`src/rtl/ihsq_pkg.sv`:
```
// ----------------------------------------------------------------------------
// ihsq_pkg
// Shared types, constants and helpers for the IR / home sensor qualifier.
// ----------------------------------------------------------------------------
package ihsq_pkg;

    localparam int TIMER_WIDTH = 16;
    localparam int CFG_WIDTH   = 16;
    localparam int CFG_IDX_W   = 2;

    localparam logic [TIMER_WIDTH-1:0] TMAX = '1;

    typedef logic [TIMER_WIDTH-1:0] timer_t;

    typedef enum logic [CFG_IDX_W-1:0] {
        CFG_DEBOUNCE_TICKS    = 2'd0,
        CFG_POLL_TICKS        = 2'd1,
        CFG_IR_ACTIVE_LEVEL   = 2'd2,
        CFG_HOME_ACTIVE_LEVEL = 2'd3
    } cfg_idx_t;

    typedef struct packed {
        logic       ir_one_pin;
        logic       ir_two_pin;
        logic       home_x_pin;
        logic       home_y_pin;
        logic       ir_enable;
        logic       clear_ir;
        logic [1:0] clear_home_mask;
    } sample_t;

    typedef struct packed {
        logic ir_detected;
        logic home_x_latched;
        logic home_y_latched;
        logic ir_debouncing;
    } status_t;

    // Period limited to the timer range.
    function automatic timer_t clamp_period(input logic [CFG_WIDTH-1:0] p);
        timer_t r;
        if (32'(p) > 32'(TMAX))
            r = TMAX;
        else
            r = TIMER_WIDTH'(p);
        return r;
    endfunction

    // Saturating increment.
    function automatic timer_t advance(input timer_t c);
        timer_t r;
        if (c == TMAX)
            r = TMAX;
        else
            r = c + 1'b1;
        return r;
    endfunction

endpackage

```
`src/rtl/ihsq_sample_if.sv`:
```
// ----------------------------------------------------------------------------
// ihsq_sample_if
// Valid/ready channel carrying one tick of sampled pins and commands.
// ----------------------------------------------------------------------------
interface ihsq_sample_if
    import ihsq_pkg::*;
();
    logic    valid;
    logic    ready;
    sample_t payload;

    modport source (output valid, output payload, input ready);
    modport sink   (input valid, input payload, output ready);
endinterface

```
`src/rtl/ihsq_status_if.sv`:
```
// ----------------------------------------------------------------------------
// ihsq_status_if
// Valid/ready channel carrying the latch status after one tick.
// ----------------------------------------------------------------------------
interface ihsq_status_if
    import ihsq_pkg::*;
();
    logic    valid;
    logic    ready;
    status_t payload;

    modport source (output valid, output payload, input ready);
    modport sink   (input valid, input payload, output ready);
endinterface

```
`src/rtl/ir_home_sensor_qualifier.sv`:
```
// ----------------------------------------------------------------------------
// ir_home_sensor_qualifier
// Each accepted tick's status is written into the output register.
// Throughput: one tick per cycle while status.ready stays high, set by the single state update per transaction.
// Reset: rst_n async low; config to defaults, latches and debounce timer cleared,
// poll timer preset to its maximum so the first tick polls.
// ----------------------------------------------------------------------------
module ir_home_sensor_qualifier
    import ihsq_pkg::*;
(
    input  logic                 clk,
    input  logic                 rst_n,
    input  logic                 cfg_we,
    input  logic [CFG_IDX_W-1:0] cfg_index,
    input  logic [CFG_WIDTH-1:0] cfg_data,
    ihsq_sample_if.sink          sample,
    ihsq_status_if.source        status
);

    // Configuration registers
    logic [CFG_WIDTH-1:0] debounce_ticks_reg;
    logic [CFG_WIDTH-1:0] poll_ticks_reg;
    logic                 ir_active_level_reg;
    logic                 home_active_level_reg;

    // Qualifier state
    logic [3:0] prev_pins_reg;      // active flags: IR1, IR2, home X, home Y
    logic       pending_reg;
    timer_t     deb_count_reg;
    timer_t     poll_count_reg;
    logic       ir_latch_reg;
    logic [1:0] home_latch_reg;     // bit0 X, bit1 Y

    // Output register
    logic       out_valid_reg;
    status_t    out_data_reg;

    logic       accept;

    logic [3:0] now_act;
    logic [3:0] rising;
    logic       pending_next;
    timer_t     deb_count_next;
    timer_t     poll_count_next;
    logic       ir_latch_next;
    logic [1:0] home_latch_next;

    // The output register frees up whenever its contents are taken, so a new
    // tick enters in the same cycle the previous status is consumed.
    assign sample.ready = !out_valid_reg || status.ready;
    assign accept       = sample.valid && sample.ready;

    assign status.valid   = out_valid_reg;
    assign status.payload = out_data_reg;

    // Active-level decode and edge detect
    always_comb
    begin
        now_act[0] = (sample.payload.ir_one_pin == ir_active_level_reg);
        now_act[1] = (sample.payload.ir_two_pin == ir_active_level_reg);
        now_act[2] = (sample.payload.home_x_pin == home_active_level_reg);
        now_act[3] = (sample.payload.home_y_pin == home_active_level_reg);
        rising     = now_act & ~prev_pins_reg;
    end

    // Per-tick update: clears, IR arm/cancel, debounce check, home edges,
    // home poll, poll counter advance.
    always_comb
    begin
        pending_next    = pending_reg && !sample.payload.clear_ir;
        ir_latch_next   = ir_latch_reg && !sample.payload.clear_ir;
        home_latch_next = home_latch_reg & ~sample.payload.clear_home_mask;
        deb_count_next  = deb_count_reg;

        if (!sample.payload.ir_enable)
        begin
            pending_next = 1'b0;
        end
        else if (rising[1:0] != 2'b00)
        begin
            pending_next   = 1'b1;
            deb_count_next = '0;
        end

        // Zero debounce re-checks in the same tick as the edge.
        if (pending_next)
        begin
            if (deb_count_next >= clamp_period(debounce_ticks_reg))
            begin
                pending_next = 1'b0;
                if (now_act[0] || now_act[1])
                    ir_latch_next = 1'b1;
            end
            else
            begin
                deb_count_next = advance(deb_count_next);
            end
        end

        home_latch_next = home_latch_next | rising[3:2];

        poll_count_next = poll_count_reg;
        if (poll_count_reg >= clamp_period(poll_ticks_reg))
        begin
            poll_count_next = '0;
            home_latch_next = home_latch_next | now_act[3:2];
        end
        poll_count_next = advance(poll_count_next);
    end

    // Configuration writes
    always_ff @(posedge clk or negedge rst_n)
    begin
        if (!rst_n)
        begin
            debounce_ticks_reg    <= CFG_WIDTH'(20);
            poll_ticks_reg        <= CFG_WIDTH'(10);
            ir_active_level_reg   <= 1'b0;
            home_active_level_reg <= 1'b1;
        end
        else if (cfg_we)
        begin
            unique case (cfg_idx_t'(cfg_index))
                CFG_DEBOUNCE_TICKS:    debounce_ticks_reg    <= cfg_data;
                CFG_POLL_TICKS:        poll_ticks_reg        <= cfg_data;
                CFG_IR_ACTIVE_LEVEL:   ir_active_level_reg   <= cfg_data[0];
                CFG_HOME_ACTIVE_LEVEL: home_active_level_reg <= cfg_data[0];
                default:               ;
            endcase
        end
    end

    // State update on each accepted transaction; first tick after reset polls.
    always_ff @(posedge clk or negedge rst_n)
    begin
        if (!rst_n)
        begin
            prev_pins_reg  <= '0;
            pending_reg    <= 1'b0;
            deb_count_reg  <= '0;
            poll_count_reg <= TMAX;
            ir_latch_reg   <= 1'b0;
            home_latch_reg <= '0;
        end
        else if (accept)
        begin
            prev_pins_reg  <= now_act;
            pending_reg    <= pending_next;
            deb_count_reg  <= deb_count_next;
            poll_count_reg <= poll_count_next;
            ir_latch_reg   <= ir_latch_next;
            home_latch_reg <= home_latch_next;
        end
    end

    // Output register
    always_ff @(posedge clk or negedge rst_n)
    begin
        if (!rst_n)
        begin
            out_valid_reg <= 1'b0;
        end
        else if (accept)
        begin
            out_valid_reg <= 1'b1;
        end
        else if (status.ready)
        begin
            out_valid_reg <= 1'b0;
        end
    end

    always_ff @(posedge clk)
    begin
        if (accept)
        begin
            out_data_reg.ir_detected    <= ir_latch_next;
            out_data_reg.home_x_latched <= home_latch_next[0];
            out_data_reg.home_y_latched <= home_latch_next[1];
            out_data_reg.ir_debouncing  <= pending_next;
        end
    end

endmodule
```
`src/flat_wrapper.sv`:
```
// flat-port wrapper written by rule: the top's interface ports become plain ports
module ir_home_sensor_qualifier_flat import ihsq_pkg::*;
  (clk, rst_n, cfg_we, cfg_index, cfg_data, sample_valid, sample_payload, sample_ready, status_valid, status_payload, status_ready);
  ihsq_sample_if sample_i ();
  ihsq_status_if status_i ();
  input  logic clk;
  input  logic rst_n;
  input  logic cfg_we;
  input  logic [CFG_IDX_W-1:0] cfg_index;
  input  logic [CFG_WIDTH-1:0] cfg_data;
  input wire logic [$bits(sample_i.valid)-1:0] sample_valid;
  input wire logic [$bits(sample_i.payload)-1:0] sample_payload;
  output wire logic [$bits(sample_i.ready)-1:0] sample_ready;
  output wire logic [$bits(status_i.valid)-1:0] status_valid;
  output wire logic [$bits(status_i.payload)-1:0] status_payload;
  input wire logic [$bits(status_i.ready)-1:0] status_ready;
  assign sample_i.valid = sample_valid;
  assign sample_i.payload = sample_payload;
  assign sample_ready = sample_i.ready;
  assign status_valid = status_i.valid;
  assign status_payload = status_i.payload;
  assign status_i.ready = status_ready;
  ir_home_sensor_qualifier u_core (.clk(clk), .rst_n(rst_n), .cfg_we(cfg_we), .cfg_index(cfg_index), .cfg_data(cfg_data), .sample(sample_i), .status(status_i));
endmodule
```
`config.mk`:
```
export PLATFORM = sky130hd
export DESIGN_NAME = ir_home_sensor_qualifier_flat
export DESIGN_NICKNAME = d
export VERILOG_FILES = /design/src/rtl/ihsq_pkg.sv /design/src/rtl/ihsq_sample_if.sv /design/src/rtl/ihsq_status_if.sv /design/src/rtl/ir_home_sensor_qualifier.sv /design/src/flat_wrapper.sv
export SDC_FILE = /design/constraint.sdc
export NUM_CORES = 1
export LEC_CHECK = 0
export CELL_PAD_IN_SITES_DETAIL_PLACEMENT = 0
export CELL_PAD_IN_SITES_GLOBAL_PLACEMENT = 1
export CORE_ASPECT_RATIO = 0.5
export CORE_UTILIZATION = 45
export DETAILED_ROUTE_END_ITERATION = 10
export DONT_BUFFER_PORTS = 1
export PLACE_DENSITY = 0.82
export SLEW_MARGIN = 40
export SYNTH_ARGS = -nofsm -noshare
export SYNTH_HDL_FRONTEND = slang
export SYNTH_SLANG_ARGS = --single-unit
```
`constraint.sdc`:
```
create_clock -name clk -period 3.3 [get_ports clk]
set_input_delay 0 -clock clk [delete_from_list [all_inputs] [get_ports clk]]
set_output_delay 0 -clock clk [all_outputs]
set_load 0.005 [all_outputs]
```
==> report_table.html, run 1 <==
<table>
<tr><th>Metric</th><th>Value</th></tr>
<tr><th colspan="2">Run</th></tr>
<tr><td>Max-Cap Viols</td><td>0</td></tr>
<tr><th colspan="2">GRT</th></tr>
<tr><td>Global route overflow</td><td>0</td></tr>
<tr><td>Wire length of the first global-routing pass</td><td>18.13 mm</td></tr>
<tr><td>Largest net degree at the start of global routing</td><td>76</td></tr>
<tr><td>GR Util All Layers</td><td>21.33%</td></tr>
<tr><td>Vias in the first global route</td><td>3747</td></tr>
<tr><td>Initial antenna violation count</td><td>0</td></tr>
<tr><th colspan="2">Cells and area</th></tr>
<tr><td>Post-layout nets</td><td>615</td></tr>
<tr><td>Most common cell after layout, fill and taps aside</td><td>sky130_fd_sc_hd__nand2_1</td></tr>
<tr><td>Inserted Diodes</td><td>0</td></tr>
<tr><td>P&amp;R area growth vs syn</td><td>17.82%</td></tr>
<tr><td>Combined area of the multi-input logic cells</td><td>2445 sq um</td></tr>
<tr><td>Sequential cell area</td><td>2023 sq um</td></tr>
<tr><td>Post-route core utilization</td><td>56.61%</td></tr>
<tr><td>Fin area</td><td>5560 sq um</td></tr>
<tr><td>Final standard cell count with taps included and fillers excluded</td><td>690</td></tr>
<tr><td>Commonest cells after routing, fill and taps aside</td><td>sky130_fd_sc_hd__nand2_1 (65), sky130_fd_sc_hd__dfrtp_1 (54), sky130_fd_sc_hd__a21oi_1 (44)</td></tr>
<tr><td>Ratio of cells with drive above 1 in the final layout</td><td>18.20%</td></tr>
<tr><td>Fill cell instance count of the final layout</td><td>870</td></tr>
<tr><th colspan="2">Critical path</th></tr>
<tr><td>Slowest stage delay, CP</td><td>0.50 ns</td></tr>
<tr><td>Delay-heaviest family, CP</td><td>compound AO/OA/AOI/OAI gates</td></tr>
<tr><td>Critical Path RT</td><td>3.45 ns</td></tr>
<tr><td>Crit path capture type</td><td>register</td></tr>
<tr><td>Arrival @ worst endpoint</td><td>3.22 ns</td></tr>
<tr><td>Max FO, Critical Path</td><td>13</td></tr>
<tr><td>Kind of start point of the critical path</td><td>register</td></tr>
<tr><td>Ordered cell list for the critical path</td><td>nand2b_1, a21o_1, buf_4, and3_1, ha_1, nand2_1, o21ai_0, a2111oi_2, a21oi_2, buf_4, o2111ai_1, o21ai_0</td></tr>
<tr><td>Slowest-stage cell, CP</td><td>sky130_fd_sc_hd__a21oi_2</td></tr>
<tr><td>Category of the most critical setup path</td><td>reg -&gt; reg</td></tr>
<tr><td>First element of the critical path</td><td>u_core.prev_pins_reg[0]</td></tr>
<tr><td>Worst path bufs/invs</td><td>2</td></tr>
<tr><td>Reg-to-reg startpoint</td><td>u_core.prev_pins_reg[0]</td></tr>
<tr><th colspan="2">Routing</th></tr>
<tr><td>Highest routing layer actually used</td><td>met4</td></tr>
<tr><td>Detail-routed net length per standard cell</td><td>15.11 um</td></tr>
<tr><td>Number of iterations in the first detailed-routing pass</td><td>5</td></tr>
<tr><td>Drt first-iter violations</td><td>222</td></tr>
<tr><td>Residual DRC</td><td>0</td></tr>
<tr><td>Met1 wire length</td><td>5.200 mm</td></tr>
<tr><td>Wire length after detailed routing</td><td>10.43 mm</td></tr>
<tr><td>Total met3 wirelength after detailed routing</td><td>391 um</td></tr>
<tr><td>Detail-routed via count per cell</td><td>5.504</td></tr>
<tr><td>Remaining antenna violation count after routing</td><td>0</td></tr>
<tr><td>Met2 Routed Length</td><td>4.737 mm</td></tr>
<tr><td>Number of vias in the routed layout</td><td>3798</td></tr>
<tr><th colspan="2">Yosys</th></tr>
<tr><td>Post-synth ARST share</td><td>94.94%</td></tr>
<tr><td>Seq/Total Area, Yosys</td><td>42.87%</td></tr>
<tr><td>Net count after synthesis</td><td>576</td></tr>
<tr><td>Average cell area after synthesis</td><td>9.236 sq um</td></tr>
<tr><td>Yosys Warn Count</td><td>0</td></tr>
<tr><td>Mapped cell area</td><td>4720 sq um</td></tr>
<tr><td>Library cells used by synthesis</td><td>66</td></tr>
<tr><td>Predominant post-synthesis flop cell</td><td>sky130_fd_sc_hd__dfrtp_1</td></tr>
<tr><td>Cell count after synthesis</td><td>511</td></tr>
<tr><td>Number of enable flip-flop cells after synthesis</td><td>4</td></tr>
<tr><td>Number of storage elements in the synthesis netlist</td><td>79</td></tr>
<tr><th colspan="2">CTS</th></tr>
<tr><td>Clock H-tree levels</td><td>3</td></tr>
<tr><td>Clock input transition at the sequential cells of the worst setup and hold paths</td><td>0.06 ns</td></tr>
<tr><td>Number of sinks on the clock net</td><td>79</td></tr>
<tr><td>CTS Buf Count</td><td>9</td></tr>
<tr><td>Clock root buffer</td><td>sky130_fd_sc_hd__clkbuf_16</td></tr>
<tr><td>Maximum clock insertion buffer count</td><td>2</td></tr>
<tr><td>Worst-Skew Late Latency</td><td>0.34 ns</td></tr>
<tr><td>CTS tree</td><td>done</td></tr>
<tr><th colspan="2">Timing</th></tr>
<tr><td>Total negative setup slack</td><td>0 ns</td></tr>
<tr><td>Hold violation total from the final report</td><td>0</td></tr>
<tr><td>Final Cycle Share</td><td>92.98%</td></tr>
<tr><td>Peak clock frequency supported by timing</td><td>0.3259 GHz</td></tr>
<tr><td>Max Clock Skew</td><td>0.01010 ns</td></tr>
<tr><td>Crit path time final</td><td>3.068 ns</td></tr>
<tr><td>Tightest Pin Transition</td><td>0.5780 ns</td></tr>
<tr><td>Worst hold slack after final layout</td><td>0.008172 ns</td></tr>
<tr><td>RSZ-0062 raised after global routing</td><td>false</td></tr>
<tr><td>Setup violation total in the final timing report</td><td>0</td></tr>
<tr><td>Max Transition Viols Final</td><td>0</td></tr>
<tr><td>Max-slew headroom at the worst pin</td><td>61.47%</td></tr>
<tr><th colspan="2">Floorplan</th></tr>
<tr><td>Effective utilization at floorplan</td><td>48.05%</td></tr>
<tr><td>Floorplan die area</td><td>10930 sq um</td></tr>
<tr><td>Floorplan die width</td><td>146.8 um</td></tr>
<tr><td># IOs</td><td>37</td></tr>
<tr><td>Row count</td><td>25</td></tr>
<tr><td>Die Span Y</td><td>74.42 um</td></tr>
<tr><td>Area of the core</td><td>9822 sq um</td></tr>
<tr><th colspan="2">Power</th></tr>
<tr><td>Total power density per cell area</td><td>546.1 nW/um^2</td></tr>
<tr><td>Max IR drop VDD</td><td>271.0 uV</td></tr>
<tr><td>LEAKAGE</td><td>0.002536 uW</td></tr>
<tr><th colspan="2">Place</th></tr>
<tr><td>RD Place Congestion</td><td>0.7922</td></tr>
<tr><td>Placed Cells incl. Taps</td><td>639</td></tr>
<tr><td>Port bufs</td><td>0</td></tr>
<tr><td>Post-place instance area</td><td>4881 sq um</td></tr>
<tr><td>Post-detail-place hpwl</td><td>7.235 mm</td></tr>
<tr><th colspan="2">Hold path</th></tr>
<tr><td>Hold Path Class</td><td>in -&gt; reg</td></tr>
<tr><td>Hold wc startpoint</td><td>sample_payload[7]</td></tr>
<tr><th colspan="2">Run status</th></tr>
<tr><td>Result of the run</td><td>finished, final reports clean</td></tr>
</table>
==> synthesized netlist by cell type, types with 3 or more instances <==
library cell | n | share of area, %
sky130_fd_sc_hd__ha_1 | 34 | 9.0
sky130_fd_sc_hd__o22ai_1 | 3 | 0.40
sky130_fd_sc_hd__edfxtp_1 | 4 | 2.5
sky130_fd_sc_hd__a22o_1 | 3 | 0.56
sky130_fd_sc_hd__nor2_1 | 33 | 2.6
sky130_fd_sc_hd__a21oi_1 | 44 | 4.7
sky130_fd_sc_hd__nor4_1 | 3 | 0.40
sky130_fd_sc_hd__nand2b_1 | 5 | 0.66
sky130_fd_sc_hd__and2_1 | 4 | 0.53
sky130_fd_sc_hd__nor3_1 | 5 | 0.53
sky130_fd_sc_hd__nand4_1 | 9 | 1.2
sky130_fd_sc_hd__a31oi_1 | 9 | 1.2
sky130_fd_sc_hd__o21ai_0 | 39 | 4.1
sky130_fd_sc_hd__a21o_1 | 5 | 0.80
sky130_fd_sc_hd__nand2_1 | 65 | 5.2
sky130_fd_sc_hd__and3_1 | 13 | 1.7
sky130_fd_sc_hd__or3_1 | 3 | 0.40
sky130_fd_sc_hd__nor2b_1 | 4 | 0.53
sky130_fd_sc_hd__dfstp_2 | 21 | 12
sky130_fd_sc_hd__buf_2 | 3 | 0.32
sky130_fd_sc_hd__inv_1 | 42 | 3.3
sky130_fd_sc_hd__dfrtp_1 | 54 | 29
sky130_fd_sc_hd__nand3_1 | 12 | 1.3
sky130_fd_sc_hd__xor2_1 | 4 | 0.74
sky130_fd_sc_hd__a32o_1 | 3 | 0.64
sky130_fd_sc_hd__mux2_2 | 19 | 4.5
sky130_fd_sc_hd__nand2_2 | 4 | 0.53
sky130_fd_sc_hd__buf_6 | 5 | 1.2
sky130_fd_sc_hd__clkbuf_1 | 11 | 0.87
==> through the flow <==
stage                     power (uW)  setup WS [ns]
after global placement          1938         0.1733
after global routing            3237       0.009149
after floorplan                 1785         0.1090
after CTS                       3058         0.1064
final                           3036         0.2316
after detailed placement        1961         0.1735
==> worst reg2reg max path, cell delays in order (launching register included) <==
cell,delay (ns)
sky130_fd_sc_hd__dfrtp_1,0.39
sky130_fd_sc_hd__nand2b_1,0.16
sky130_fd_sc_hd__a21o_1,0.19
sky130_fd_sc_hd__buf_4,0.17
sky130_fd_sc_hd__and3_1,0.20
sky130_fd_sc_hd__ha_1,0.29
sky130_fd_sc_hd__nand2_1,0.06
sky130_fd_sc_hd__o21ai_0,0.30
sky130_fd_sc_hd__a2111oi_2,0.10
sky130_fd_sc_hd__a21oi_2,0.50
sky130_fd_sc_hd__buf_4,0.25
sky130_fd_sc_hd__o2111ai_1,0.13
sky130_fd_sc_hd__o21ai_0,0.14
==> layout make-up <==
class | count | area share, %
sequential | 79 | 36.39
timing repair buffer | 48 | 8.258
tap | 135 | 3.038
clock inverter | 6 | 1.215
inverter | 42 | 2.835
multi-input combinational | 370 | 43.97
clock buffer | 10 | 4.298
==> final timing paths <==
| kind | end | slack, ns | cells past startpoint |
|---|---|---|---|
| worst min register to register | u_core.pending_reg | 0.48 | 1 |
| max in group asynchronous | u_core.debounce_ticks_reg[2] | 2.74 | 2 |
| worst min-delay path | u_core.ir_latch_reg | 0.008 | 3 |
| worst max register to register | u_core.status.payload[3] | 0.23 | 12 |
| worst max-delay path | u_core.status.payload[3] | 0.23 | 12 |
| min in group asynchronous | u_core.status.valid | 0.19 | 2 |
==> metal layers <==
layer  vias to the layer above  GRT usage [%]
met5                         -              0
met4                         0          5.903
met3                         8          5.767
met2                        62          35.18
met1                      1823          28.07
li1                       1905              -
==> power breakdown <==
part	total [uW]	switching [uW]	internal (uW)
Combinational	697	380	317
Clock	1030	416	609
Sequential	1310	132	1180
==> repair_timing <==
action / CTS / global route
endpoints found under the hold margin: 120 / 0
buffers inserted: 0 / 3
endpoints found under the setup margin: 0 / 16
gates resized for setup: 0 / 2
hold buffers: 31 / 0
==> cells by family (layout without fill, tap and decap cells) <==
group | after synthesis | count (layout) | share of synthesized area, %
mux | 21 | 21 | 4.958
compound gates | 127 | 127 | 16.30
flops | 79 | 79 | 42.87
buf+inv | 62 | 106 | 5.806
fa+ha+maj | 34 | 34 | 9.014
xor+xnor | 4 | 4 | 0.7422
simple gates | 184 | 184 | 20.31
Power figures use the tool's default switching activity.
==> run 2, diff against run 1 <==
- BUFFER_PORTS_ARGS: unset -> -buffer_cell sky130_fd_sc_hd__buf_2
- CORE_UTILIZATION: 45 -> 42
- DONT_BUFFER_PORTS: 1 -> unset
- PLACE_DENSITY: 0.82 -> 0.81
==> run 2 against run 1 <==
  * Largest power group unchanged
  * Clock power about the same
  * Non-clock buffer count rose by 26
  * Maximum frequency grew 0.18%
  * Utilization down 3.1 points
  * Worst setup slack improved by 0.0055 ns
  * Worst hold slack better by 0.026 ns
  * Final cell count is 4.6% higher
  * Critical endpoint is now u_core.poll_count_reg[5]
  * Sequential share of layout area is 0.60 points lower
  * Total power is 0.11% lower
  * Global-route usage down 0.93 points
  * Wire length is 5.7% higher
==> report_table.html, run 2 (synthesis gave the netlist of run 1 again) <==
<table>
<tr><th>Metric</th><th>Value</th></tr>
<tr><th colspan="2">Run</th></tr>
<tr><td>Max-Cap Viols</td><td>0 (unchanged)</td></tr>
<tr><th colspan="2">Floorplan</th></tr>
<tr><td># IOs</td><td>37 (unchanged)</td></tr>
<tr><td>Effective utilization at floorplan</td><td>44.64% (-3.4 points)</td></tr>
<tr><td>Floorplan die area</td><td>11690 sq um (+7.0%)</td></tr>
<tr><td>Die Span Y</td><td>76.96 um (+3.4%)</td></tr>
<tr><td>Row count</td><td>26 (+4.0%)</td></tr>
<tr><td>Floorplan die width</td><td>151.9 um (+3.5%)</td></tr>
<tr><td>Area of the core</td><td>10570 sq um (+7.6%)</td></tr>
<tr><th colspan="2">Critical path</th></tr>
<tr><td>End of the critical path</td><td>u_core.poll_count_reg[5]</td></tr>
<tr><td>Max FO, Critical Path</td><td>9 (-4)</td></tr>
<tr><td>RR Endpoint</td><td>u_core.poll_count_reg[5]</td></tr>
<tr><td>Crit path capture type</td><td>register</td></tr>
<tr><td>Reg-to-reg startpoint</td><td>u_core.poll_count_reg[9]</td></tr>
<tr><td>Arrival @ worst endpoint</td><td>3.33 ns (+0.11 ns)</td></tr>
<tr><td>First element of the critical path</td><td>u_core.poll_count_reg[9]</td></tr>
<tr><td>Category of the most critical setup path</td><td>reg -&gt; reg</td></tr>
<tr><td>Number of cells traversed by the worst register-to-register path</td><td>13 (+1)</td></tr>
<tr><td>Flop-to-flop setup slack</td><td>0.24 ns (about the same)</td></tr>
<tr><td>Kind of start point of the critical path</td><td>register</td></tr>
<tr><td>Critical Path RT</td><td>3.57 ns (+0.12 ns)</td></tr>
<tr><th colspan="2">GRT</th></tr>
<tr><td>Vias in the first global route</td><td>3877 (+3.5%)</td></tr>
<tr><td>GR Util All Layers</td><td>20.40% (-0.93 points)</td></tr>
<tr><td>Wire length of the first global-routing pass</td><td>19.08 mm (+5.2%)</td></tr>
<tr><td>Global route overflow</td><td>0 (unchanged)</td></tr>
<tr><td>Largest net degree at the start of global routing</td><td>76 (unchanged)</td></tr>
<tr><td>Initial antenna violation count</td><td>0 (unchanged)</td></tr>
<tr><th colspan="2">Place</th></tr>
<tr><td>Port bufs</td><td>36 (+36)</td></tr>
<tr><td>RD Place Congestion</td><td>0.8465 (+6.9%)</td></tr>
<tr><td>Post-place instance area</td><td>5066 sq um (+3.8%)</td></tr>
<tr><td>Pre-CTS WS</td><td>0.1151 ns (-0.05837 ns)</td></tr>
<tr><td>Post-detail-place hpwl</td><td>7.640 mm (+5.6%)</td></tr>
<tr><th colspan="2">CTS</th></tr>
<tr><td>Worst-Skew Late Latency</td><td>0.34 ns (about the same)</td></tr>
<tr><td>Clock H-tree levels</td><td>3 (unchanged)</td></tr>
<tr><td>Number of sinks on the clock net</td><td>79 (unchanged)</td></tr>
<tr><td>Clock input transition at the sequential cells of the worst setup and hold paths</td><td>0.06 ns (about the same)</td></tr>
<tr><td>CTS tree</td><td>done</td></tr>
<tr><td>Maximum clock insertion buffer count</td><td>2 (unchanged)</td></tr>
<tr><td>CTS Buf Count</td><td>9 (unchanged)</td></tr>
<tr><td>Clock root buffer</td><td>sky130_fd_sc_hd__clkbuf_16</td></tr>
<tr><th colspan="2">Cells and area</th></tr>
<tr><td>Commonest cells after routing, fill and taps aside</td><td>sky130_fd_sc_hd__nand2_1 (65), sky130_fd_sc_hd__dfrtp_1 (54), sky130_fd_sc_hd__a21oi_1 (44)</td></tr>
<tr><td>Ratio of cells with drive above 1 in the final layout</td><td>23.20% (+5.0 points)</td></tr>
<tr><td>Inserted Diodes</td><td>0 (unchanged)</td></tr>
<tr><td>Most common cell after layout, fill and taps aside</td><td>sky130_fd_sc_hd__nand2_1</td></tr>
<tr><td>P&amp;R area growth vs syn</td><td>19.80%</td></tr>
<tr><td>Fin area</td><td>5654 sq um (+1.7%)</td></tr>
<tr><td>Post-layout nets</td><td>642 (+4.4%)</td></tr>
<tr><th colspan="2">Run status</th></tr>
<tr><td>Result of the run</td><td>finished, final reports clean</td></tr>
<tr><th colspan="2">Power</th></tr>
<tr><td>Total power density per cell area</td><td>536.4 nW/um^2 (-1.8%)</td></tr>
<tr><td>LEAKAGE</td><td>0.002632 uW (+3.8%)</td></tr>
<tr><td>Max IR drop VDD</td><td>258.9 uV (-4.5%)</td></tr>
<tr><th colspan="2">Routing</th></tr>
<tr><td>Number of iterations in the first detailed-routing pass</td><td>4 (-1)</td></tr>
<tr><td>Detail-routed via count per cell</td><td>5.447 (-1.0%)</td></tr>
<tr><td>Detail-routed net length per standard cell</td><td>15.27 um (+1.0%)</td></tr>
<tr><td>Remaining antenna violation count after routing</td><td>0 (unchanged)</td></tr>
<tr><td>Wire length after detailed routing</td><td>11.02 mm (+5.7%)</td></tr>
<tr><td>Drt first-iter violations</td><td>217 (-2.3%)</td></tr>
<tr><td>Residual DRC</td><td>0 (unchanged)</td></tr>
<tr><td>Number of vias in the routed layout</td><td>3933 (+3.6%)</td></tr>
<tr><th colspan="2">Timing</th></tr>
<tr><td>Max Clock Skew</td><td>0.007211 ns (-0.002886 ns)</td></tr>
<tr><td>Tightest Pin Transition</td><td>0.7549 ns (+0.1769 ns)</td></tr>
<tr><td>Hold violation total from the final report</td><td>0 (unchanged)</td></tr>
<tr><td>Max Transition Viols Final</td><td>0 (unchanged)</td></tr>
<tr><td>Minimum setup slack in the final design</td><td>0.2371 ns (+0.005533 ns)</td></tr>
<tr><td>Peak clock frequency supported by timing</td><td>0.3265 GHz (+0.18%)</td></tr>
<tr><td>Max-slew headroom at the worst pin</td><td>49.52% (-12 points)</td></tr>
<tr><td>Total negative setup slack</td><td>0 ns (unchanged)</td></tr>
<tr><td>Crit path time final</td><td>3.063 ns (-0.005533 ns)</td></tr>
<tr><td>Setup violation total in the final timing report</td><td>0 (unchanged)</td></tr>
<tr><td>Final Cycle Share</td><td>92.81% (-0.17 points)</td></tr>
<tr><td>RSZ-0062 raised after global routing</td><td>false</td></tr>
<tr><th colspan="2">Hold path</th></tr>
<tr><td>Hold Path Class</td><td>in -&gt; reg</td></tr>
</table>
==> run 2: where the power goes <==
part / internal [uW] / total, uW / leakage, uW / switching [uW]
Sequential: 1180 / 1310 / 0.000939 / 131
Clock: 587 / 1000 / 0.000142 / 415
Combinational: 324 / 719 / 0.00155 / 394
==> run 2: timing repair <==
item,CTS,global route
setup buffers,0,2
hold buffers,24,0
hold endpoints to repair,94,0
resized for setup,0,5
setup endpoints to repair,0,18
==> run 2: metal layers <==
layer  wire length [um]  up-vias  global-route usage (%)  share of wire (%)
li1                   -     1957                       -                  -
met5                  0        -                       0                  0
met1               5380     1885                   25.99                 49
met4                175        0                   7.449                1.6
met2               5102       74                   34.35                 46
met3                367       17                   4.409                3.3
==> run 2: stage by stage <==
stage	hold slack (ns)	utilization, %	cells	total power [uW]
after CTS	0.02516	53.01	719	3057
after detailed placement	0.07363	47.92	679	2014
after global placement	0.2025	47.88	679	1989
final	0.03456	53.48	722	3033
after floorplan	-0.2956	-	511	1785
after global routing	0.05422	53.48	722	3222
==> run 2: how the worst min path moves through the flow <==
stage / startpoint / to / slack, ns / cells past startpoint
final: sample_payload[7] / u_core.prev_pins_reg[0] / 0.03 / 3
after global routing: cfg_index[1] / u_core.home_active_level_reg / 0.05 / 3
after CTS: sample_payload[7] / u_core.prev_pins_reg[0] / 0.03 / 3
after detailed placement: rst_n / u_core.status.valid / 0.07 / 1
after global placement: sample_valid / u_core.status.valid / 0.20 / 2
after floorplan: rst_n / u_core.deb_count_reg[0] / -0.30 / 0
==> run 2: area by class of cell <==
cell class                      count  area, sq um
Timing Repair Buffer               74        531.8
Sequential cell                    79         2023
Inverter                           42        157.7
Fill cell                         941         4918
Tap cell                          140        175.2
Multi-Input combinational cell    371         2469
Clock inverter                      7        72.57
Clock buffer                        9        225.2
==> run 2: critical path, cell delays in order, from the launching register on <==
cell	delay [ns]
sky130_fd_sc_hd__dfstp_2	0.57
sky130_fd_sc_hd__ha_1	0.26
sky130_fd_sc_hd__a21oi_1	0.15
sky130_fd_sc_hd__nor2_1	0.06
sky130_fd_sc_hd__a211oi_1	0.21
sky130_fd_sc_hd__o21ai_0	0.15
sky130_fd_sc_hd__nor4b_2	0.40
sky130_fd_sc_hd__and2_1	0.19
sky130_fd_sc_hd__ha_1	0.17
sky130_fd_sc_hd__nand3_1	0.09
sky130_fd_sc_hd__or3_4	0.41
sky130_fd_sc_hd__nand2_2	0.11
sky130_fd_sc_hd__o21ai_0	0.08
sky130_fd_sc_hd__a21oi_1	0.16
==> run 3, diff against run 2 <==
- ABC_AREA: unset -> 1
- CORE_UTILIZATION: 42 -> 41
- PLACE_DENSITY: 0.81 -> 0.82
==> run 3 against run 2 <==
  * Synthesized cell count grew 37%
  * First-iteration DRC count shrank 15%
  * Maximum frequency grew 0.54%
  * Register-to-register slack gained 0.02 ns
  * Critical path type unchanged
  * Largest cell class unchanged
==> report_table.html, run 3 <==
<table>
<tr><th>Metric</th><th>Value</th></tr>
<tr><th colspan="2">Critical path</th></tr>
<tr><td>Reg-to-reg startpoint</td><td>u_core.ir_active_level_reg</td></tr>
<tr><td>Critical Path RT</td><td>3.53 ns (-0.04 ns)</td></tr>
<tr><td>First element of the critical path</td><td>u_core.ir_active_level_reg</td></tr>
<tr><td>Category of the most critical setup path</td><td>reg -&gt; reg</td></tr>
<tr><td>Kind of start point of the critical path</td><td>register</td></tr>
<tr><td>Crit path capture type</td><td>register</td></tr>
<tr><td>Arrival @ worst endpoint</td><td>3.28 ns (-0.05 ns)</td></tr>
<tr><td>Max FO, Critical Path</td><td>18 (+9)</td></tr>
<tr><th colspan="2">CTS</th></tr>
<tr><td>Number of sinks on the clock net</td><td>79 (unchanged)</td></tr>
<tr><td>CTS tree</td><td>done</td></tr>
<tr><td>CTS Buf Count</td><td>9 (unchanged)</td></tr>
<tr><td>Maximum clock insertion buffer count</td><td>2 (unchanged)</td></tr>
<tr><td>Worst-Skew Late Latency</td><td>0.34 ns (about the same)</td></tr>
<tr><td>Clock input transition at the sequential cells of the worst setup and hold paths</td><td>0.06 ns (about the same)</td></tr>
<tr><td>Number of buffers inserted by post-CTS setup repair</td><td>0 (unchanged)</td></tr>
<tr><td>Clock H-tree levels</td><td>3 (unchanged)</td></tr>
<tr><td>Clock root buffer</td><td>sky130_fd_sc_hd__clkbuf_16</td></tr>
<tr><th colspan="2">Power</th></tr>
<tr><td>Total power density per cell area</td><td>648.3 nW/um^2 (+21%)</td></tr>
<tr><td>LEAKAGE</td><td>0.003165 uW (+20%)</td></tr>
<tr><td>Max IR drop VDD</td><td>238.2 uV (-8.0%)</td></tr>
<tr><th colspan="2">Run</th></tr>
<tr><td>Max-Cap Viols</td><td>0 (unchanged)</td></tr>
<tr><th colspan="2">Floorplan</th></tr>
<tr><td>Effective utilization at floorplan</td><td>43.38% (-1.3 points)</td></tr>
<tr><td>Floorplan die area</td><td>13350 sq um (+14%)</td></tr>
<tr><td># IOs</td><td>37 (unchanged)</td></tr>
<tr><td>Die Span Y</td><td>82.20 um (+6.8%)</td></tr>
<tr><td>Floorplan die width</td><td>162.4 um (+6.9%)</td></tr>
<tr><td>Area of the core</td><td>12160 sq um (+15%)</td></tr>
<tr><td>Row count</td><td>28 (+7.7%)</td></tr>
<tr><th colspan="2">Routing</th></tr>
<tr><td>Drt first-iter violations</td><td>185 (-15%)</td></tr>
<tr><td>Remaining antenna violation count after routing</td><td>0 (unchanged)</td></tr>
<tr><td>Detail-routed net length per standard cell</td><td>12.96 um (-15%)</td></tr>
<tr><td>Number of iterations in the first detailed-routing pass</td><td>4 (unchanged)</td></tr>
<tr><td>Number of vias in the routed layout</td><td>4500 (+14%)</td></tr>
<tr><td>Wire length after detailed routing</td><td>12.07 mm (+9.5%)</td></tr>
<tr><td>Residual DRC</td><td>0 (unchanged)</td></tr>
<tr><td>Detail-routed via count per cell</td><td>4.834 (-11%)</td></tr>
<tr><th colspan="2">Yosys</th></tr>
<tr><td>Cells taking the most area after synthesis</td><td>sky130_fd_sc_hd__dfrtp_1 (26%), sky130_fd_sc_hd__nand2_1 (13%), sky130_fd_sc_hd__dfstp_2 (10%)</td></tr>
<tr><td>Average cell area after synthesis</td><td>7.556 sq um (-18%)</td></tr>
<tr><td>Predominant post-synthesis flop cell</td><td>sky130_fd_sc_hd__dfrtp_1</td></tr>
<tr><td>Cell count after synthesis</td><td>698 (+37%)</td></tr>
<tr><td>Mapped cell area</td><td>5274 sq um (+12%)</td></tr>
<tr><td>Seq/Total Area, Yosys</td><td>38.36% (-4.5 points)</td></tr>
<tr><td>Library cells used by synthesis</td><td>42 (-36%)</td></tr>
<tr><td>Cell accounting for the most synthesized area</td><td>sky130_fd_sc_hd__dfrtp_1</td></tr>
<tr><td>Post-synth ARST share</td><td>94.94% (unchanged)</td></tr>
<tr><td>Library cell with the highest instance count after synthesis</td><td>sky130_fd_sc_hd__nand2_1</td></tr>
<tr><td>Commonest cells post-synth</td><td>sky130_fd_sc_hd__nand2_1 (188), sky130_fd_sc_hd__inv_1 (121), sky130_fd_sc_hd__dfrtp_1 (54)</td></tr>
<tr><td>Number of enable flip-flop cells after synthesis</td><td>4 (unchanged)</td></tr>
<tr><td>Top cell type's share of synthesized area</td><td>25.62% (-3.0 points)</td></tr>
<tr><td>Net count after synthesis</td><td>763 (+32%)</td></tr>
<tr><td>Yosys Warn Count</td><td>0 (unchanged)</td></tr>
<tr><td>Number of storage elements in the synthesis netlist</td><td>79 (unchanged)</td></tr>
<tr><th colspan="2">GRT</th></tr>
<tr><td>Global route overflow</td><td>0 (unchanged)</td></tr>
<tr><td>GR Util All Layers</td><td>19.60% (-0.80 points)</td></tr>
<tr><td>Largest net degree at the start of global routing</td><td>76 (unchanged)</td></tr>
<tr><td>Wire length of the first global-routing pass</td><td>20.38 mm (+6.8%)</td></tr>
<tr><td>Vias in the first global route</td><td>4266 (+10%)</td></tr>
<tr><td>Initial antenna violation count</td><td>0 (unchanged)</td></tr>
<tr><th colspan="2">Timing</th></tr>
<tr><td>Max-slew headroom at the worst pin</td><td>52.33% (+2.8 points)</td></tr>
<tr><td>Crit path time final</td><td>3.046 ns (-0.01642 ns)</td></tr>
<tr><td>Hold violation total from the final report</td><td>0 (unchanged)</td></tr>
<tr><td>Tightest Pin Transition</td><td>0.7150 ns (-0.03988 ns)</td></tr>
<tr><td>Max Clock Skew</td><td>0.01102 ns (+0.003809 ns)</td></tr>
<tr><td>Setup violation total in the final timing report</td><td>0 (unchanged)</td></tr>
<tr><td>Total negative setup slack</td><td>0 ns (unchanged)</td></tr>
<tr><td>Peak clock frequency supported by timing</td><td>0.3283 GHz (+0.54%)</td></tr>
<tr><td>Final Cycle Share</td><td>92.32% (-0.50 points)</td></tr>
<tr><td>RSZ-0062 raised after global routing</td><td>false</td></tr>
<tr><td>Max Transition Viols Final</td><td>0 (unchanged)</td></tr>
<tr><th colspan="2">Cells and area</th></tr>
<tr><td>Ratio of cells with drive above 1 in the final layout</td><td>18.28% (-4.9 points)</td></tr>
<tr><td>Final standard cell count with taps included and fillers excluded</td><td>931 (+29%)</td></tr>
<tr><td>Commonest cells after routing, fill and taps aside</td><td>sky130_fd_sc_hd__nand2_1 (186), sky130_fd_sc_hd__inv_1 (121), sky130_fd_sc_hd__dfrtp_1 (54)</td></tr>
<tr><td>Inserted Diodes</td><td>0 (unchanged)</td></tr>
<tr><td>P&amp;R area growth vs syn</td><td>17.60%</td></tr>
<tr><td>Fin area</td><td>6202 sq um (+9.7%)</td></tr>
<tr><td>Most common cell after layout, fill and taps aside</td><td>sky130_fd_sc_hd__nand2_1</td></tr>
<tr><td>Post-layout nets</td><td>826 (+29%)</td></tr>
<tr><th colspan="2">Place</th></tr>
<tr><td>Placed Cells incl. Taps</td><td>889 (+31%)</td></tr>
<tr><td>Post-detail-place hpwl</td><td>8.505 mm (+11%)</td></tr>
<tr><td>Post-place instance area</td><td>5624 sq um (+11%)</td></tr>
<tr><td>Port bufs</td><td>36 (unchanged)</td></tr>
<tr><td>RD Place Congestion</td><td>0.8174 (-3.4%)</td></tr>
<tr><th colspan="2">Run status</th></tr>
<tr><td>Result of the run</td><td>finished, final reports clean</td></tr>
<tr><th colspan="2">Hold path</th></tr>
<tr><td>Hold wc startpoint</td><td>sample_payload[7]</td></tr>
<tr><td>Hold Path Class</td><td>in -&gt; reg</td></tr>
</table>
run 3: changes by cell type after synthesis, sizes merged, moves of 9 or more:
| cell | previous run | this run |
|---|---|---|
| nand3 | 12 | 38 |
| xor2 | 4 | 14 |
| inv | 42 | 127 |
| nor2 | 34 | 61 |
| mux2 | 19 | 0 |
| o21ai | 40 | 59 |
| a31oi | 9 | 0 |
| a21oi | 45 | 19 |
| nand2 | 69 | 200 |
| and3 | 16 | 0 |
| nand4 | 10 | 20 |
run 3: where the power goes:
group	internal (uW)	total [uW]	switching [uW]	leakage [uW]
Combinational	621	1580	958	0.00211
Sequential	1250	1460	205	0.000915
Clock	561	983	422	0.000143
Total	2440	4020	1590	0.00316
run 3: cell families (layout without fill, tap and decap cells):
family / count (synthesis) / count (layout) / synth area share (%)
AO/OA/AOI/OAI: 92 / 92 / 10.44
flip-flops: 79 / 79 / 38.36
XOR/XNOR: 17 / 17 / 2.823
buffers and inverters: 146 / 214 / 11.17
adder cells (fa/ha/maj): 34 / 34 / 8.066
AND/OR/NAND/NOR: 330 / 330 / 29.13
run 3: worst paths after layout:
check / to / slack [ns] / depth (start not counted)
min in group asynchronous: u_core.deb_count_reg[12] / 0.25 / 2
worst min register to register: u_core.poll_ticks_reg[4] / 0.49 / 2
worst max-delay path: u_core.deb_count_reg[14] / 0.25 / 16
worst min-delay path: u_core.prev_pins_reg[0] / 0.02 / 4
worst max register to register: u_core.deb_count_reg[14] / 0.25 / 16
max in group asynchronous: u_core.ir_active_level_reg / 2.55 / 2
run 3: per-layer routing:
layer	wire [um]	global-route usage (%)	part of all wire, %
met5	0	0	0
met4	181	6.321	1.5
met3	579	4.695	4.8
met2	5423	32.74	45
met1	5884	25.32	49
run 3: timing repair:
item | 4_1_cts | 5_1_grt
hold buffers | 26 | 0
endpoints found under the hold margin | 94 | 0
gates resized for setup | 0 | 3
setup endpoints to repair | 0 | 11
run 3: cell type report:
cell class	instances	area [sq um]
clock buffers	11	254.0
clock inverters	5	37.54
fillers	1190	5954
inverters	127	479.2
multi-input cells	473	2688
flip-flops and latches	79	2023
well taps	165	206.4
repair buffers	71	514.2
run 3: stage by stage:
step / total power [uW] / utilization [%] / setup slack (ns) / hold WS (ns)
final: 4021 / 51.02 / 0.2535 / 0.02266
after detailed placement: 3013 / 46.26 / 0.1714 / 0.08988
after global routing: 4375 / 51.02 / 0.006563 / 0.03798
after global placement: 2970 / 46.23 / 0.2959 / 0.2277
after CTS: 4046 / 50.80 / 0.1718 / 0.02546
after floorplan: 2612 / - / 0.5356 / -0.2956
run 3: critical path, cell delays in order (launching register included):
cell	delay, ns
sky130_fd_sc_hd__dfrtp_1	0.45
sky130_fd_sc_hd__xnor2_2	0.24
sky130_fd_sc_hd__nand2_1	0.09
sky130_fd_sc_hd__nand2_2	0.12
sky130_fd_sc_hd__nand2_8	0.14
sky130_fd_sc_hd__nand2_2	0.17
sky130_fd_sc_hd__inv_1	0.06
sky130_fd_sc_hd__ha_1	0.29
sky130_fd_sc_hd__a21oi_1	0.15
sky130_fd_sc_hd__o21ai_1	0.08
sky130_fd_sc_hd__a21oi_1	0.20
sky130_fd_sc_hd__nand3_2	0.11
sky130_fd_sc_hd__buf_4	0.18
sky130_fd_sc_hd__nor3_1	0.37
sky130_fd_sc_hd__nand4_1	0.15
sky130_fd_sc_hd__nand3_1	0.09
sky130_fd_sc_hd__o21ai_1	0.06
